## src/hw/rtl/gsuf_ram.sv

```systemverilog
// Generic single-port RAM with registered read.
// No dependencies.
module gsuf_ram #(
	parameter int WIDTH = 16,
	parameter int DEPTH = 256
) (
	input  logic                     clk,
	input  logic                     we,
	input  logic [$clog2(DEPTH)-1:0] addr,
	input  logic [WIDTH-1:0]         wdata,
	output logic [WIDTH-1:0]         rdata
);
	logic [WIDTH-1:0] mem [DEPTH];

	always_ff @(posedge clk) begin
		if (we) begin
			mem[addr] <= wdata;
		end
		rdata <= mem[addr];
	end
endmodule

```

## config.mk

```make
export PLATFORM = sky130hd
export DESIGN_NAME = gsuf_ram
export DESIGN_NICKNAME = d
export VERILOG_FILES = /design/src/hw/rtl/gsuf_ram.sv
export SDC_FILE = /design/constraint.sdc
export NUM_CORES = 2
export LEC_CHECK = 0
export ABC_AREA = 0
export BUFFER_PORTS_ARGS = -buffer_cell sky130_fd_sc_hd__buf_2
export CAP_MARGIN = 20
export CORE_AREA = 2 2 535 537
export CTS_BUF_LIST = sky130_fd_sc_hd__clkbuf_4 sky130_fd_sc_hd__clkbuf_8
export CTS_CLUSTER_DIAMETER = 50
export CTS_CLUSTER_SIZE = 8
export DETAILED_ROUTE_END_ITERATION = 8
export DIE_AREA = 0 0 537 539
export PLACE_DENSITY_LB_ADDON = 0.3
export SETUP_SLACK_MARGIN = 0.1
export SLEW_MARGIN = 5
export SYNTH_ARGS = -nofsm -noshare
export SYNTH_HDL_FRONTEND = slang
export SYNTH_SLANG_ARGS = --single-unit
export TNS_END_PERCENT = 50
```

## constraint.sdc

```tcl
create_clock -name clk -period 8.02 [get_ports clk]
set_clock_uncertainty 0.2 [all_clocks]
set_input_delay 1.203 -clock clk [delete_from_list [all_inputs] [get_ports clk]]
set_output_delay 1.203 -clock clk [all_outputs]
set_load 0.1 [all_outputs]
```

Yosys cells after proc, flatten, opt, wreduce, memory -nomap -nowiden
Memories as Yosys holds them, arrays and structs flattened. A register that Yosys moved wholly into a read port is not among the register bits.
Index checks and enable logic that the tools add are counted.
- flip-flop bits (word level): 0
- bits in read-only memories: 0
- memories kept: 1
- latch bits: 0
- input port bits: 26
- output and inout port bits: 16
- memory bits (writable): 4096
- div/mod/pow operators: 0
- muxes and demuxes: 2
- $mul: 0
- bitwise operators: 0
- equal/unequal tests: 0
- shifts and indexed selects: 0
- add/sub/neg operators: 0
- $lt $le $gt $ge: 0
- reductions and logical operators: 0
- memory list (name ; words ; bits a word ; rd ports ; clocked after memory_dff ; write ports ; line ; RTL):
    mem ; 256 ; 16 ; 1 ; 1 ; 1 ; 13 ; logic [WIDTH-1:0] mem [DEPTH];
- operator list (operator ; number):
    $mux W1 ; 2

Longest topological paths before layout
- depth in word-level cells: 2
- depth in mapped cells: 10

Worst setup path before layout
No wires, ideal clock.
- path type: input to register
- start: input addr[0]
- end: memory mem[145][0] (enable)
- setup slack: 3.919 ns
- stages: 7
- path buffers: 5
- data arrival time: 3.492 ns
- path through: clkbuf_1 -> buf_6 -> clkbuf_1 -> buf_2 -> nand2b_1 -> clkbuf_1 -> nor3_1
- RTL lines (item ; line ; RTL):
    start: declaration ; 9 ; input logic [$clog2(DEPTH)-1:0] addr,
    end: declaration ; 13 ;
No word-level cell before the write port.

==> reports/metrics.cfg <==
[global_routing]
antenna_found_initial=24
grt_pass1_vias=76300
grt_pass1_wl_mm=560
grt_overflow=0
grt_max_degree=153
track_usage=0.272

[floorplan]
die-area_mm2=0.289
fp.dieW_um=537
coreArea_mm2=0.284
start_util=0.547
pin_count=42
rows=196
die_h_um=539

[sta]
final-max-slew-violation-count=0
rsz0062_at_grt=false
setup_viol=0
worst_pin_slew_ns=1.29
tns_ns=0
slew_headroom=0.131
min_period_over_period=0.622
hold_viol=0
min_period_ns=4.99
timing.fmax_mhz=200

[layout]
fillers=19200
fin_cells=11300
final_area_mm2=0.172
final_util=0.606
drive_gt1_frac=0.310
final_nets=7365
syn_to_final_growth_pct=10.7

[power]
p_sw_frac=0.221
power_density_mw_per_mm2=235
switchingPower_mw=8.95
vdd_drop_max_mv=0.173
p_seq_frac=0.587
cellLeakagePower_nw=52.7
power.internal_mw=31.6
comb_power_share=0.051
p_clk_frac=0.363
finalPower_mw=40.5

[setup_path]
critPathMaxStageDelay_ns=0.90
cp.required_ns=8.86
cpMostUsedCell=buf_4
end_kind=register
slowest_stage=o41ai_1
worstPathArrival_ns=5.83
reg2reg_slack_ns=4.78
path_cells=buf_8, buf_4, buf_4, buf_4, mux4_2, a22oi_1, a21oi_1, o41ai_1, nand4_1
crit_path_max_fanout=57
critPathLaunchType=input port
critical_path_class=in -> reg

[route]
vias_per_cell=6.74
wirelength_mm=394
ant_nets=0
vias=76000
dr.first_iter.drc_count=10900
first_pass_iters=5
wl_per_cell_um=34.9
drc=0

[clocking]
cts_buffers=588
cts_tree=done
htree_levels=6
clk-insertion-delay-late_ns=1.22
clockBufferDepth=4
cts_setup_buffers=0
post_cts_resized=0
path_clk_slew_ns=0.06
cts-root-buf=clkbuf_8
clock-sinks=4112
cts_hold_buf=0

[synth]
yosys.area_share.simple=0.00907
ys_top_cells_by_area=edfxtp_1 79%, mux4_2 15%, a22oi_1 2.5%
synthFlopType=edfxtp_1
avgSynthCellArea_um2=23.1
ys_ff_latch=4112
async_flop_share=0
netlist.top_cell.by_area=edfxtp_1
yosysTopAreaCellShare=0.791
synth-xor-area-share=0
muxShareOfSynthArea=0.148
synth-compound-area-share=0.0366
yosysWarnings=0
yosysMostFrequentCell=edfxtp_1
synth_nets=6753
synth_edf_count=4096
synth_cell_type_count=22
synth_top_family_by_area=multiplexers
yosysSeqAreaShare=0.794
synth_fa_ha_area_frac=0
syn_inst=6727
synth_common_cells=4096 x edfxtp_1, 1024 x mux4_2, 512 x a22oi_1
syn-cell-area_mm2=0.155

[placement]
dp_hpwl_mm=225
placed_area_mm2=0.162
place_congestion=0.845
dp.cells=10500
port_buffers=41

[run_status]
status=complete, no violations

[flow_run]
drv_cap=0

[min_path]
hold_path_class=in -> reg

per-stage QoR:
| stage | setup slack (ns) | hold WS, ns |
|---|---|---|
| floorplan | 3.92 | 0.619 |
| global route | 3.04 | 0.287 |
| detailed placement | 1.82 | 0.799 |
| finish | 3.03 | 0.320 |
| global placement | 0.398 | 0.770 |
| CTS | 3.06 | 0.220 |
critical path: cells and delay by family:
| family | cells | cell delay [ns] |
|---|---|---|
| buffers and inverters | 4 | 2.31 |
| AND/OR/NAND/NOR | 1 | 0.16 |
| AO/OA/AOI/OAI | 3 | 1.54 |
| multiplexers | 1 | 0.40 |
cell type report:
cell class,instances,area (µm²),share of cell area
Sequential cell,4112,123000,0.717
Multi-Input combinational cell,2194,30900,0.179
Clock buffer,683,8840,0.0514
Tap cell,3762,4710,0.0274
Timing Repair Buffer,442,3680,0.0214
Clock inverter,55,633,0.00368
Antenna cell,24,60.1,0.000349
Inverter,1,3.75,0.0000218
final timing paths:
path                               from                endpoint  depth (start not counted)
setup / recovery                addr[1]        rdata[5]$_DFF_P_                          9
hold / removal                wdata[14]  mem[153][14]$_DFFE_PP_                          1
setup reg to reg  mem[139][0]$_DFFE_PP_        rdata[0]$_DFF_P_                          5
hold reg to reg   mem[134][7]$_DFFE_PP_        rdata[7]$_DFF_P_                          5
flip-flops by register name, indices dropped and copies added, names as in the netlist:
| signal | flops |
|---|---|
| rdata | 16 |
| mem | 4096 |
cells in the final DEF, fill, tap and decap left out, types with 17 or more instances in the layout:
cell type	n
edfxtp_1	4096
mux4_2	1024
clkbuf_8	594
a22oi_1	512
buf_4	373
a21oi_1	256
nor2_1	201
clkbuf_4	89
o41ai_2	36
nor2_2	30
nand2_1	27
buf_2	27
o41ai_1	26
diode_2	24
buf_12	19
buf_8	19
nor3_2	17
metal layers:
metal  global-route usage  wire length (µm)  vias up  part of all wire
met4                0.112             16300        8             0.041
met1                0.382            146000    40500              0.37
li1                     -                 -    30000                 -
met3               0.0627             42500      732              0.11
met2                0.418            189000     4744              0.48
met5                    0                47        -           0.00012
cell families after synthesis:
group / after synthesis
mux: 1024
flops: 4112
compound gates: 832
simple gates: 338
buf+inv: 421
power by group through the flow:
stage / combinational (mW) / sequential [mW] / clock (mW)
floorplan: 1.02 / 24.3 / 0
global placement: 2.00 / 24.2 / 0
detailed placement: 2.05 / 24.2 / 0
CTS: 2.05 / 23.8 / 14.9
global route: 2.14 / 23.7 / 15.7
finish: 2.05 / 23.8 / 14.7
(Power assumes the default switching activity.)
