$ cat config.mk
export PLATFORM = sky130hd
export DESIGN_NAME = gsuf_tol_mul
export DESIGN_NICKNAME = d
export VERILOG_FILES = /design/src/hw/rtl/gsuf_pkg.sv /design/src/hw/rtl/gsuf_tol_mul.sv
export SDC_FILE = /design/constraint.sdc
export NUM_CORES = 1
export LEC_CHECK = 0
export CORE_MARGIN = 3
export CORE_UTILIZATION = 45
export DETAILED_ROUTE_END_ITERATION = 10
export DONT_BUFFER_PORTS = 1
export GPL_ROUTABILITY_DRIVEN = 0
export GPL_TIMING_DRIVEN = 0
export PLACE_DENSITY = 0.71
export SYNTH_ARGS = -nofsm -noshare
export SYNTH_HDL_FRONTEND = slang
export SYNTH_SLANG_ARGS = --single-unit
$ cat constraint.sdc
create_clock -name clk -period 28.5 [get_ports clk]
set_input_delay 2.85 -clock clk [delete_from_list [all_inputs] [get_ports clk]]
set_output_delay 2.85 -clock clk [all_outputs]
set_load 0.01 [all_outputs]
$ cat src/hw/rtl/gsuf_pkg.sv
// Package for the graph segment union-find core: widths, state encoding.
// No dependencies.
package gsuf_pkg;
	localparam int NODE_BITS   = 16;
	localparam int NUM_NODES   = 1 << NODE_BITS;
	localparam int WEIGHT_BITS = 16;
	localparam int SIZE_BITS   = 17;
	localparam int K_BITS      = 16;
	localparam logic [K_BITS-1:0] K_RESET = 16'd1200;
	// set entry: size and max weight stored together
	localparam int SET_BITS = SIZE_BITS + WEIGHT_BITS;

	typedef enum logic [4:0] {
		ST_CLEAR,
		ST_IDLE,
		ST_FIND_RD,
		ST_FIND_WT,
		ST_FIND_CHK,
		ST_COMP_RD,
		ST_COMP_WT,
		ST_COMP_WR,
		ST_SET_RD,
		ST_SET_WT,
		ST_SET_LATCH,
		ST_TOL_A,
		ST_TOL_B,
		ST_TOL_CHK,
		ST_MERGE,
		ST_OUT
	} state_t;
endpackage

$ cat src/hw/rtl/gsuf_tol_mul.sv
// Shared tolerance check: (w - max) * size compared with k, result registered.
// Depends on gsuf_pkg.
module gsuf_tol_mul (
	input  logic                              clk,
	input  logic [gsuf_pkg::WEIGHT_BITS-1:0]  w,
	input  logic [gsuf_pkg::WEIGHT_BITS-1:0]  max_w,
	input  logic [gsuf_pkg::SIZE_BITS-1:0]    size,
	input  logic [gsuf_pkg::K_BITS-1:0]       k,
	output logic                              ok_q
);
	localparam int PBITS = gsuf_pkg::WEIGHT_BITS + gsuf_pkg::SIZE_BITS;
	logic [gsuf_pkg::WEIGHT_BITS-1:0] diff;
	logic [PBITS-1:0]                 prod;

	// form the excess over max and scale it by the set size
	always_comb begin
		diff = w - max_w;
		prod = PBITS'(diff) * PBITS'(size);
	end

	always_ff @(posedge clk) begin
		ok_q <= (w <= max_w) || (prod <= PBITS'(k));
	end
endmodule

Yosys cells after proc, flatten, opt, wreduce, memory -nomap -nowiden
Cells that the tools add are included.
{"block": "classes", "add_sub_neg": 1, "multipliers": 1, "order_cmp": 2, "reduce_logical": 1}
{"cell": "<= comparator 33 x 16 -> 1 bit", "n": 1}
{"cell": "multiplier 16 x 17 -> 33 bit", "n": 1}
{"cell": "<= comparator 16 bit", "n": 1}
{"cell": "subtractor 16 bit", "n": 1}
{"cell": "logical OR 1 bit", "n": 1}
{"block": "totals", "register_bits": 1, "out_inout_bits": 1, "elab_cells": 6}

Depth between registers and ports, before layout
{"block": "depth", "word_depth": 4, "mapped_depth": 41}

Worst setup path before layout
OpenSTA, ideal clock, no wires.
{"block": "synth_timing", "path_type": "in2reg", "from": "in max_w[1] in the netlist's numbering", "to": "reg ok_q", "setup_time_ns": 0.073, "t_arrival_ns": 10.979, "path_slack_ns": 17.448, "path_stages": 39, "n_path_buf": 1, "cell_sequence": "inv_1 > ha_1 > nor2b_1 > o21ai_0 > a21boi_0 > o21ai_1 > a21oi_1 > or2_2 > a21o_1 > a21oi_1 > xnor2_1 > clkbuf_1 > nand2_1 > fa_1 > inv_1 > fa_1 > fa_1 > fa_1 > [... 3 more ...] > fa_1 > ha_1 > nand2_2 > nor3_2 > o21a_2 > o21ai_0 > nand2_1 > xor2_1 > ha_1 > or4_1 > a21oi_1 > o21ai_0 > o21ai_0 > o21ai_1 > or4_1 > nor4_1 > nand4_1 > o211ai_2"}
{"block": "synth_between", "elab_chain_len": 4}
{"element": "start: declaration", "line_no": "gsuf_tol_mul.sv:6", "source": "input logic [gsuf_pkg::WEIGHT_BITS-1:0] max_w,"}
{"element": "subtractor 16 bit", "line_no": "gsuf_tol_mul.sv:17", "source": "diff = w - max_w;"}
{"element": "multiplier 16 x 17 -> 33 bit", "line_no": "gsuf_tol_mul.sv:18", "source": "prod = PBITS'(diff) * PBITS'(size);"}
{"element": "<= comparator 33 x 16 -> 1 bit", "line_no": "gsuf_tol_mul.sv:22", "source": "ok_q <= (w <= max_w) || (prod <= PBITS'(k));"}
{"element": "logical OR 1 bit *", "line_no": "gsuf_tol_mul.sv:22"}
{"element": "end signal: assignment", "line_no": "gsuf_tol_mul.sv:22"}
{"element": "end: declaration", "line_no": "gsuf_tol_mul.sv:9", "source": "output logic ok_q"}
Mark *: on every way between the ends. The rest lies on a longest branch, timed or not.

Final worst setup path
{"block": "layout_timing", "from": "in w[0] in the netlist's numbering", "to": "reg ok_q"}
{"block": "layout_between", "elab_chain_len": 4}
{"element": "start: declaration", "line_no": "gsuf_tol_mul.sv:5", "source": "input logic [gsuf_pkg::WEIGHT_BITS-1:0] w,"}
{"element": "subtractor 16 bit", "line_no": "gsuf_tol_mul.sv:17"}
{"element": "multiplier 16 x 17 -> 33 bit", "line_no": "gsuf_tol_mul.sv:18"}
{"element": "<= comparator 33 x 16 -> 1 bit", "line_no": "gsuf_tol_mul.sv:22"}
{"element": "logical OR 1 bit *", "line_no": "gsuf_tol_mul.sv:22"}
Marked as above.

==> results.py <==
metrics = {
    "worst_setup_path": {
        "path_buf_inv": 5,
        "startpoint": "w[0]",
        "endpoint_kind": "register",
        "worstPathRequired_ns": 28.42,
        "crit_slowest_cell": "xnor2_1",
        "worstSetupPathType": "input port to register",
        "slowest_delay_ns": 0.88,
        "critPathArrivalTime_ns": 13.05,
        "critPathTopFamily": "adder cells",
        "critical_path_depth": 38,
        "start_kind": "input port",
        "crit_top_cell": "fa_1",
        "crit_fanout": 10,
    },
    "detailed_routing": {
        "routedWlPerCell_microns": 18.0,
        "drt_iter0_drc": 657,
        "totalWireLength_microns": 29000,
        "drcViolationCount": 0,
        "routed_via_density": 5.36,
        "ant_nets": 0,
        "dr_total_vias": 8618,
        "dr.pass1.iters": 5,
    },
    "layout": {
        "largest_reg_flops": 1,
        "top_register": "ok_q",
        "stdcell_count": 1608,
        "drive_gt1_share_pct": 2.01,
        "areaGrowthSynthToFinish_pct": 3.73,
        "nets": 1709,
        "top_regs": "ok_q: 1 flops",
    },
    "placement": {
        "place_hpwl_microns": 24200,
        "port_buffers": 0,
        "pre_cts_slack_ns": 15.68,
        "post-place-cells": 1607,
    },
    "timing": {
        "setup_ws_ns": 15.37,
        "period_share_pct": 46.1,
        "hold_viol_final": 0,
        "fmax_mhz": 76.2,
        "whs_ns": 3.16,
        "setup_viol": 0,
        "maxSlewViolCount": 0,
        "max_slew_margin_pct": 22.9,
        "rsz0062_at_grt": "false",
        "tightest_slew_ns": 1.15,
        "setup_tns_ns": 0,
        "finalCriticalPeriod_ns": 13.13,
    },
    "clocking": {
        "path_clk_slew_ns": 0,
        "cts_resized": 0,
        "cts_setup_buffers": 0,
        "ctsHoldBuffers": 0,
    },
    "logic_synthesis": {
        "syn-cell-area_sq_um": 10600,
        "synth-seq-area-share_pct": 0.189,
        "synthDistinctLibCells": 67,
        "ys_ff_latch": 1,
        "ys.flop_type": "dfxtp_1",
        "yosysWarnings": 0,
        "syn_avg_cell_area_sq_um": 8.17,
        "syn_nets": 1707,
        "synth_top_cell_by_area": "fa_1",
        "synthTopCellsByArea": "fa_1, ha_1, inv_1",
        "async_reset_ff_share_pct": 0,
        "synth_enable_flop_cells": 0,
        "postSynthCellCount": 1294,
        "synth_top_area_share_pct": 39.6,
    },
    "floorplan": {
        "die_x_microns": 159,
        "core.rowCount": 55,
        "die_h_microns": 159,
        "core_sq_um": 22800,
        "pin_count": 67,
        "start_util_pct": 46.3,
        "die-area_sq_um": 25400,
    },
    "grt": {
        "grt_pass1_wl_microns": 47000,
        "grt_pass1_vias": 8858,
        "grt-ovfl-total": 0,
        "grt_usage_pct": 23.0,
        "antenna_found_initial": 1,
        "grt_max_degree": 11,
    },
    "min_path": {
        "hold_class": "register to primary output",
        "hp-start": "ok_q",
        "hold_path_depth": 0,
        "whs_endpoint": "ok_q",
    },
    "flow_run": {
        "maxCapViolations": 0,
    },
    "run_status": {
        "status": "finished clean",
    },
}
[cells in the mapped netlist, types with 3 or more instances]
master	instances
a22oi_1	3
fa_1	209
a31oi_1	5
nand2_1	181
ha_1	138
o31ai_1	3
nor2_1	45
inv_1	311
xnor2_1	20
clkbuf_1	40
nor4_1	4
and3_1	4
o21ai_0	18
or2_2	3
nand4_1	10
nand3_1	15
nor3_1	10
xor2_1	9
a21o_1	15
o21bai_1	3
o21ai_1	6
nor2b_1	25
mux2i_1	4
nand2b_1	25
and2_1	88
or4_1	3
o21a_1	7
o211ai_1	5
a21oi_1	33
a211oi_1	3
[cells in the final DEF, fill, tap and decap left out, drive strengths merged, types with 4 or more instances in the layout]
cell type / count
a22oi: 4
mux2i: 4
nor2b: 25
nor4: 5
and3: 4
o21ai: 24
nand3: 15
nor2: 45
nand2: 182
nand4: 10
o211ai: 6
fa: 209
clkbuf: 40
inv: 311
o21a: 8
buf: 4
nor3: 11
xnor2: 20
ha: 138
o31ai: 4
nand2b: 25
and2: 90
a21o: 16
a21oi: 35
xor2: 9
a31oi: 5
[cells by family (layout without fill, tap and decap cells)]
| kind of cell | after synthesis | after routing | share of synthesized area (%) |
|---|---|---|---|
| and+or+nand+nor | 430 | 430 | 20.1 |
| xor gates and xnor gates | 29 | 29 | 2.40 |
| DFF | 1 | 1 | 0.189 |
| adders and majority gates | 347 | 347 | 55.9 |
| AOI/OAI and AO/OA | 127 | 127 | 8.13 |
| other | 0 | 1 | 0 |
| muxes | 5 | 5 | 0.485 |
| buffers and inverters | 355 | 355 | 12.8 |
[routing by layer]
metal / routed length [microns] / GRT usage (%) / up-vias
met4: 728 / 4.81 / 0
met2: 13800 / 38.2 / 302
met3: 2300 / 2.32 / 48
li1: - / - / 3952
met1: 12200 / 33.0 / 4316
met5: 0 / 0 / -
[metrics by stage]
step           util (%)  cell area, sq um
2_1_floorplan         -             10600
3_3_place_gp       48.0             11000
3_5_place_dp       48.0             11000
4_1_cts            48.0             11000
5_1_grt            48.0             11000
6_report           48.0             11000
[how the worst max path moves through the flow]
stage                      end  slack [ns]
after floorplan           ok_q       17.45
after global placement    ok_q       15.75
after detailed placement  ok_q       15.68
after CTS                 ok_q       15.64
after global routing      ok_q       14.96
final                     ok_q       15.37
[cell type report]
class | count | area (sq um)
fill | 2330 | 11900
multi-input combinational | 938 | 9210
inverter | 311 | 1170
tap | 313 | 392
buffer | 44 | 183
sequential | 1 | 20.0
antenna | 1 | 2.50
Power is left out: the tool's default activity adds up to more than one toggle a clock period on the data nets, which glitch-free logic cannot reach.
